[config.mk]
export PLATFORM = sky130hd
export DESIGN_NAME = pfa_ctrl
export DESIGN_NICKNAME = d
export VERILOG_FILES = /design/src/sv/pfa_pkg.sv /design/src/sv/pfa_ctrl.sv
export VERILOG_INCLUDE_DIRS = /design/src /design/src/sv
export SDC_FILE = /design/constraint.sdc
export NUM_CORES = 1
export LEC_CHECK = 0
export BUFFER_PORTS_ARGS = -buffer_cell sky130_fd_sc_hd__buf_2
export CORE_MARGIN = 3
export CORE_UTILIZATION = 45
export CTS_CLUSTER_SIZE = 12
export DETAILED_ROUTE_END_ITERATION = 10
export PLACE_DENSITY = 0.77
export SLEW_MARGIN = 5
export SYNTH_ARGS = -nofsm -noshare
export SYNTH_HDL_FRONTEND = slang
export SYNTH_SLANG_ARGS = --single-unit
[constraint.sdc]
create_clock -name clock -period 1.5 [get_ports clock]
set_input_delay 0.075 -clock clock [delete_from_list [all_inputs] [get_ports clock]]
set_output_delay 0.075 -clock clock [all_outputs]
set_load 0.03 [all_outputs]
[src/sv/page_frame_free_list_allocator_macros.svh]
// Assertion macros used by the allocator controller
`ifndef PAGE_FRAME_FREE_LIST_ALLOCATOR_MACROS_SVH
`define PAGE_FRAME_FREE_LIST_ALLOCATOR_MACROS_SVH

// Implication checked on every rising clock edge outside reset
`define PFA_ASSERT_IMP(label, clk, rst, ante, cons, msg) \
   label: assert property (@(posedge clk) disable iff (rst) (ante) |-> (cons)) \
      else $error(msg);

// Next-cycle implication checked outside reset
`define PFA_ASSERT_NEXT(label, clk, rst, ante, cons, msg) \
   label: assert property (@(posedge clk) disable iff (rst) (ante) |=> (cons)) \
      else $error(msg);

`endif

[src/sv/pfa_pkg.sv]
package pfa_pkg;

   localparam int PAGE_SHIFT     = 12;
   localparam int RESERVED_SLOTS = 16;
   localparam int REGION_SLOTS   = 16;
   localparam int STACK_DEPTH    = 4096;

   localparam int RES_IDX_W = (RESERVED_SLOTS > 1) ? $clog2(RESERVED_SLOTS) : 1;
   localparam int REG_IDX_W = (REGION_SLOTS > 1) ? $clog2(REGION_SLOTS) : 1;
   localparam int RES_CNT_W = $clog2(RESERVED_SLOTS + 1);
   localparam int REG_CNT_W = $clog2(REGION_SLOTS + 1);
   localparam int STK_IDX_W = $clog2(STACK_DEPTH);
   localparam int STK_CNT_W = $clog2(STACK_DEPTH + 1);
   localparam int PFN_W     = 64 - PAGE_SHIFT;
   localparam int CNT_W     = 13;

   localparam logic [63:0] PG_MASK  = (64'd1 << PAGE_SHIFT) - 64'd1;
   localparam logic [63:0] PG_SIZE  = 64'd1 << PAGE_SHIFT;
   localparam logic [63:0] ALL_ONES = '1;

   typedef enum logic [2:0] {
      OP_ADD_RES = 3'd0,
      OP_ADD_MEM = 3'd1,
      OP_BUILD   = 3'd2,
      OP_ALLOC   = 3'd3,
      OP_FREE    = 3'd4
   } op_type;

   typedef enum logic [2:0] {
      ST_OK         = 3'd0,
      ST_NO_PAGES   = 3'd1,
      ST_TABLE_FULL = 3'd2,
      ST_REJECTED   = 3'd3,
      ST_WRAPS      = 3'd4,
      ST_BAD_KERNEL = 3'd5,
      ST_STACK_FULL = 3'd6
   } status_type;

   localparam logic [1:0] CSR_KSTART = 2'd0;
   localparam logic [1:0] CSR_KEND   = 2'd1;
   localparam logic [1:0] CSR_BSTART = 2'd2;
   localparam logic [1:0] CSR_BSIZE  = 2'd3;

   typedef struct packed {
      logic [2:0]  operation;
      logic [63:0] region_base;
      logic [63:0] region_size;
      logic [63:0] freed_address;
   } req_type;

   typedef struct packed {
      logic [2:0]       status;
      logic [63:0]      page_address;
      logic [CNT_W-1:0] free_count;
      logic [CNT_W-1:0] total_count;
   } rsp_type;

   // Datapath commands from the controller
   typedef struct packed {
      logic           latch_req;   // capture request payload
      logic           add_res;
      logic           add_mem;
      logic           build_init;  // clear counts, fw start = kstart
      logic           fw_load;     // read region at idx for firmware search
      logic           fw_check;    // compare loaded region
      logic           reg_load;    // load region idx into walk registers
      logic           pg_check;    // evaluate current page
      logic           push_page;   // push current page
      logic           res_load;    // read reserved entry
      logic           res_check;   // compare reserved entry
      logic           pop_req;     // issue stack read
      logic           free_push;
      logic           idx_clear;
      logic           idx_inc;
      logic           ridx_clear;
      logic           ridx_inc;
      logic           adv_page;
      logic           jump_page;
   } cmd_type;

   typedef struct packed {
      op_type operation;
      logic   res_full;
      logic   reg_full;
      logic   kernel_bad;
      logic   idx_end;       // idx == regions_used
      logic   ridx_end;      // ridx == reserved_used
      logic   fw_hit;
      logic   reg_wraps;
      logic   page_done;     // p >= end
      logic   fixed_block;   // kernel / blob / firmware prefix overlap
      logic   res_block;     // loaded reserved entry overlaps
      logic   stack_full;
      logic   stack_empty;
      logic   any_pushed;
      logic   free_bad;
   } stat_type;

endpackage

[src/sv/pfa_ctrl.sv]
module pfa_ctrl (
   input  logic              clock,
   input  logic              reset,
   input  logic              req_valid,
   output logic              req_ready,
   output logic              rsp_valid,
   input  logic              rsp_ready,
   input  pfa_pkg::stat_type stat,
   output pfa_pkg::cmd_type  cmd,
   output logic [2:0]        status,
   output logic              alloc_out
);
   import pfa_pkg::*;

   typedef enum logic [3:0] {
      S_IDLE, S_DECODE, S_FW_LOAD, S_FW_CHECK, S_REG_LOAD, S_REG_CHECK,
      S_PAGE, S_SETTLE, S_RES_LOAD, S_RES_CHECK, S_RES_JUMP, S_POP, S_DONE
   } state_type;

   state_type  state_ff, state_in;
   logic       rsp_valid_ff, rsp_valid_in;
   logic [2:0] status_ff, status_in;
   logic       dropped_ff, dropped_in;
   logic       alloc_ff, alloc_in;

   assign req_ready = (state_ff == S_IDLE);
   assign rsp_valid = rsp_valid_ff;
   assign status    = status_ff;
   assign alloc_out = alloc_ff;

   always_comb begin
      state_in     = state_ff;
      rsp_valid_in = rsp_valid_ff;
      status_in    = status_ff;
      dropped_in   = dropped_ff;
      alloc_in     = alloc_ff;
      cmd          = '0;
      unique case (state_ff)
         S_IDLE: begin
            if (req_valid) begin
               cmd.latch_req = 1'b1;
               state_in      = S_DECODE;
            end
         end
         S_DECODE: begin
            status_in = ST_OK;
            alloc_in  = 1'b0;
            state_in  = S_DONE;
            case (stat.operation)
               OP_ADD_RES: begin
                  if (stat.res_full) status_in = ST_TABLE_FULL;
                  else cmd.add_res = 1'b1;
               end
               OP_ADD_MEM: begin
                  if (stat.reg_full) status_in = ST_TABLE_FULL;
                  else cmd.add_mem = 1'b1;
               end
               OP_BUILD: begin
                  if (stat.kernel_bad) status_in = ST_BAD_KERNEL;
                  else begin
                     cmd.build_init = 1'b1;
                     cmd.idx_clear  = 1'b1;
                     dropped_in     = 1'b0;
                     state_in       = S_FW_LOAD;
                  end
               end
               OP_ALLOC: begin
                  if (stat.stack_empty) status_in = ST_NO_PAGES;
                  else begin
                     cmd.pop_req = 1'b1;
                     alloc_in    = 1'b1;
                     state_in    = S_POP;
                  end
               end
               OP_FREE: begin
                  if (stat.free_bad) status_in = ST_REJECTED;
                  else if (stat.stack_full) status_in = ST_STACK_FULL;
                  else cmd.free_push = 1'b1;
               end
               default: ;
            endcase
         end
         S_FW_LOAD: begin
            if (stat.idx_end) begin
               cmd.idx_clear = 1'b1;
               state_in      = S_REG_LOAD;
            end else begin
               cmd.fw_load = 1'b1;
               state_in    = S_FW_CHECK;
            end
         end
         S_FW_CHECK: begin
            cmd.fw_check = 1'b1;
            if (stat.fw_hit) begin
               cmd.idx_clear = 1'b1;
               state_in      = S_REG_LOAD;
            end else begin
               cmd.idx_inc = 1'b1;
               state_in    = S_FW_LOAD;
            end
         end
         S_REG_LOAD: begin
            if (stat.idx_end) begin
               status_in = dropped_ff ? ST_STACK_FULL :
                           (stat.any_pushed ? ST_OK : ST_NO_PAGES);
               state_in  = S_DONE;
            end else begin
               cmd.reg_load = 1'b1;
               state_in     = S_REG_CHECK;
            end
         end
         S_REG_CHECK: begin
            if (stat.reg_wraps) begin
               status_in = ST_WRAPS;
               state_in  = S_DONE;
            end else if (dropped_ff) begin
               cmd.idx_inc = 1'b1;
               state_in    = S_REG_LOAD;
            end else begin
               state_in = S_PAGE;
            end
         end
         S_PAGE: begin
            cmd.pg_check = 1'b1;
            if (stat.page_done) begin
               cmd.idx_inc = 1'b1;
               state_in    = S_REG_LOAD;
            end else if (stat.fixed_block) begin
               cmd.jump_page = 1'b1;
               state_in      = S_SETTLE;
            end else begin
               cmd.ridx_clear = 1'b1;
               state_in       = S_RES_LOAD;
            end
         end
         // skip target is registered from the page, so it lags a page move
         S_SETTLE: state_in = S_PAGE;
         S_RES_LOAD: begin
            if (stat.ridx_end) begin
               if (stat.stack_full) begin
                  dropped_in  = 1'b1;
                  cmd.idx_inc = 1'b1;
                  state_in    = S_REG_LOAD;
               end else begin
                  cmd.push_page = 1'b1;
                  cmd.adv_page  = 1'b1;
                  state_in      = S_SETTLE;
               end
            end else begin
               cmd.res_load = 1'b1;
               state_in     = S_RES_CHECK;
            end
         end
         S_RES_CHECK: begin
            cmd.res_check = 1'b1;
            if (stat.res_block) begin
               state_in = S_RES_JUMP;
            end else begin
               cmd.ridx_inc = 1'b1;
               state_in     = S_RES_LOAD;
            end
         end
         S_RES_JUMP: begin
            cmd.jump_page = 1'b1;
            state_in      = S_SETTLE;
         end
         S_POP: state_in = S_DONE;
         S_DONE: begin
            if (!rsp_valid_ff) rsp_valid_in = 1'b1;
            else if (rsp_ready) begin
               rsp_valid_in = 1'b0;
               state_in     = S_IDLE;
            end
         end
         default: state_in = S_IDLE;
      endcase
   end

   always_ff @(posedge clock) begin
      if (reset) begin
         state_ff     <= S_IDLE;
         rsp_valid_ff <= 1'b0;
         status_ff    <= ST_OK;
         dropped_ff   <= 1'b0;
         alloc_ff     <= 1'b0;
      end else begin
         state_ff     <= state_in;
         rsp_valid_ff <= rsp_valid_in;
         status_ff    <= status_in;
         dropped_ff   <= dropped_in;
         alloc_ff     <= alloc_in;
      end
   end

`include "page_frame_free_list_allocator_macros.svh"
   `PFA_ASSERT_IMP(a_rsp_only_done, clock, reset, rsp_valid_ff, state_ff == S_DONE, "rsp outside done")
   `PFA_ASSERT_IMP(a_no_push_full, clock, reset, cmd.push_page || cmd.free_push, !stat.stack_full, "push on full stack")
   `PFA_ASSERT_IMP(a_no_pop_empty, clock, reset, cmd.pop_req, !stat.stack_empty, "pop on empty stack")
endmodule

==> qor.yml <==
p_comb_frac: 0.749
initial_core_util: 0.4945
grt_pass1_wl_mm: 5.968
hold_slack_ns: 0.1256
diodes: 0
arrival_ns: 1.65
switching_share: 0.4997
die_h_um: 53.61
core_area_um2: 2062
hp-class: "primary input to flop"
first_iter_violations: 86
clk_latency_ns: 0.28
synth_fp_nets: 157
post-dp-hpwl_mm: 2.435
slew_headroom: 0.4524
num_rows: 16
io_buffers: 45
cp-startpoint: "state_ff[0]$_SDFFE_PP0P_"
violations: "setup timing"
crit_end: "cmd[1]"
status: "finished with violations"
wirelength_mm: 5.440
avgSynthCellArea_um2: 7.498
cap_viol_max_count: 0
drc: 0
crit_cells: 5
ir_worst_vdd_v: 0.001692
cts_hold_buf: 0
numCtsBuffers: 3
cts_sinks: 10
pin_count: 46
synth_ff_type: "dfxtp_1"
internal_power_uw: 1612
reg2reg_slack_ns: -0.20
seq_area_frac_synth: 0.1963
crit_family: "simple AND/OR/NAND/NOR gates"
ant_nets: 0
critPathMaxStageDelay_ns: 0.39
place_congestion: 0.8847
rr_worst_depth: 6
worst_slack_ns: -0.2234
yosysWarnings: 0
setup-violations-final: 25
timing.rr.start: "state_ff[0]$_SDFFE_PP0P_"
cp_max_fo: 11
end_kind: "output port"
cp_slowest_cell: "dfxtp_4"
p_leak_uw: 0.0008050
period_needed_ns: 1.723
hold_violations: 0
areaGrowthSynthToFinish_pct: 80.61
ys_seq_elements: 10
p_clk_frac: 0.083
report.final.slew_viol_count: 0
via_per_inst: 6.823
r2r-end: "state_ff[1]$_SDFFE_PP0P_"
grt_max_degree: 12
cts_tree: "done"
cts-root-buf: "clkbuf_4"
crit_buf_inv: 2
synth-edff-count: 0
grt_overflow: 0
die_w_um: 53.61
finish.net_count: 226
drt_pass1_iterations: 5
cpMostUsedCell: "buf_6"
synthDistinctLibCells: 49
detail_route.wl_per_cell_um: 23.55
clockBufferDepth: 2
h-tree-depth: 1
num_vias: 1576
grt_pass1_vias: 1247
crit_chain: "buf_6, nor4b_4, nand2_2, nor2_4, buf_6"
postSynthCellCount: 136
cp.required_ns: 1.42
clkTransAtPathRegs_ns: 0.08
setup_tns_ns: -2.590
finClkSkew_ns: 0.001533
critPathKind: "flop to output port"
drive_gt1_frac: 0.6422
setup.worst_path.start_class: "flop"
antenna_found_initial: 0
die-area_um2: 2874
finalCritPeriodShare: 1.149
fmax_mhz: 580.2
async_flop_share: 0
rsz0062_at_grt: "true"
max_slew.worst_pin.slew_ns: 0.8100
switchingPower_uw: 1610
seq_power_share: 0.168
dp_slack_ns: -0.01514
grtUsageTotal: 0.2891
p_per_area_nw_per_um2: 1749
synth.cell_area_um2: 1020
## power by group through the flow
stage | Clock, µW | Combinational (µW) | Sequential (µW)
after floorplan | 0 | 1080 | 537
after global routing | 280 | 2470 | 547
after detailed placement | 0 | 1500 | 490
after CTS | 267 | 1750 | 505
after global placement | 0 | 1470 | 484
final | 267 | 2410 | 542
## worst min path at each step
stage | slack, ns | end | cells after the start | from
after detailed placement | 0.39 | state_ff[0]$_SDFFE_PP0P_ | 3 | req_valid
after global placement | 0.37 | state_ff[0]$_SDFFE_PP0P_ | 3 | req_valid
final | 0.13 | state_ff[0]$_SDFFE_PP0P_ | 3 | req_valid
after global routing | 0.15 | dropped_ff$_SDFFE_PP0P_ | 2 | reset
after floorplan | 0.19 | cmd[2] | 1 | stat[4]
after CTS | 0.1 | state_ff[0]$_SDFFE_PP0P_ | 3 | req_valid
## layer usage
layer,GRT usage,vias to the layer above,wire [µm]
met1,0.3589,744,1937
met5,0,-,0
met3,0.07202,45,548
met4,0.1021,0,369
met2,0.4816,138,2584
li1,-,649,-
## Yosys cell counts, types with 2 or more instances
cell type / number / share of area
buf_4: 2 / 0.015
nand3_1: 5 / 0.025
nor2_1: 12 / 0.044
nor4b_1: 2 / 0.017
o21ai_1: 2 / 0.0098
nand3b_1: 2 / 0.015
a41oi_1: 2 / 0.017
nor4b_4: 2 / 0.047
and3_1: 3 / 0.018
nand2b_1: 4 / 0.025
a211oi_1: 3 / 0.022
buf_2: 4 / 0.020
dfxtp_1: 10 / 0.20
nand2_1: 10 / 0.037
nor3b_1: 3 / 0.022
buf_6: 3 / 0.033
nor3_1: 6 / 0.029
inv_1: 6 / 0.022
o21ai_0: 6 / 0.029
and2_1: 2 / 0.012
a21oi_1: 13 / 0.064
nand4b_1: 2 / 0.017
nor2b_1: 6 / 0.037
## cells in the final DEF (no fill, tap or decap), types with 5 or more instances in the layout
cell type | Yosys | final
dfxtp_1 | 10 | 6
buf_2 | 4 | 25
nor2_1 | 12 | 8
buf_6 | 3 | 23
a21oi_1 | 13 | 9
buf_4 | 2 | 26
nand2_2 | 0 | 5
o21ai_0 | 6 | 6
nor2b_4 | 0 | 5
## flip-flops by register name, summed over array words and instances, names as in the netlist
register,cells
alloc_out,1
dropped_ff,1
rsp_valid,1
state_ff,4
status,3
## cell families after synthesis
family,after synthesis,synth area share
AND/OR/NAND/NOR,69,0.4368
AO/OA/AOI/OAI,37,0.2442
buffers and inverters,18,0.1018
flip-flops,10,0.1963
multiplexers,2,0.02086
## cell type report
| cell class | count | area [µm²] |
|---|---|---|
| Tap cell | 27 | 33.78 |
| Timing Repair Buffer | 75 | 586.8 |
| Sequential cell | 10 | 215.2 |
| Clock buffer | 4 | 36.28 |
| Fill cell | 87 | 220.2 |
| Multi-Input combinational cell | 108 | 943.4 |
| Inverter | 7 | 26.28 |
## per-stage QoR
stage                     std cells  power, µW  utilization  area [µm²]
after floorplan                 136       1616            -        1070
after global placement          207       1956       0.6432        1326
after detailed placement        207       1988       0.6432        1326
after CTS                       220       2526       0.7555        1558
after global routing            231       3301       0.8932        1842
final                           231       3222       0.8932        1842
## worst reg2reg max path, cell delays in order (launching register included)
cell	delay (ns)
dfxtp_4	0.39
buf_6	0.17
nor4b_4	0.38
nand2_2	0.15
buf_4	0.17
o2111a_1	0.24
a21oi_2	0.13
## what timing repair did
| action | 4_1_cts | 5_1_grt |
|---|---|---|
| setup endpoints to repair | 22 | 24 |
| resized for setup | 45 | 55 |
| pin swaps | 8 | 21 |
| gates cloned | 0 | 0 |
| buffers inserted | 9 | 11 |
(Power assumes the default switching activity.)
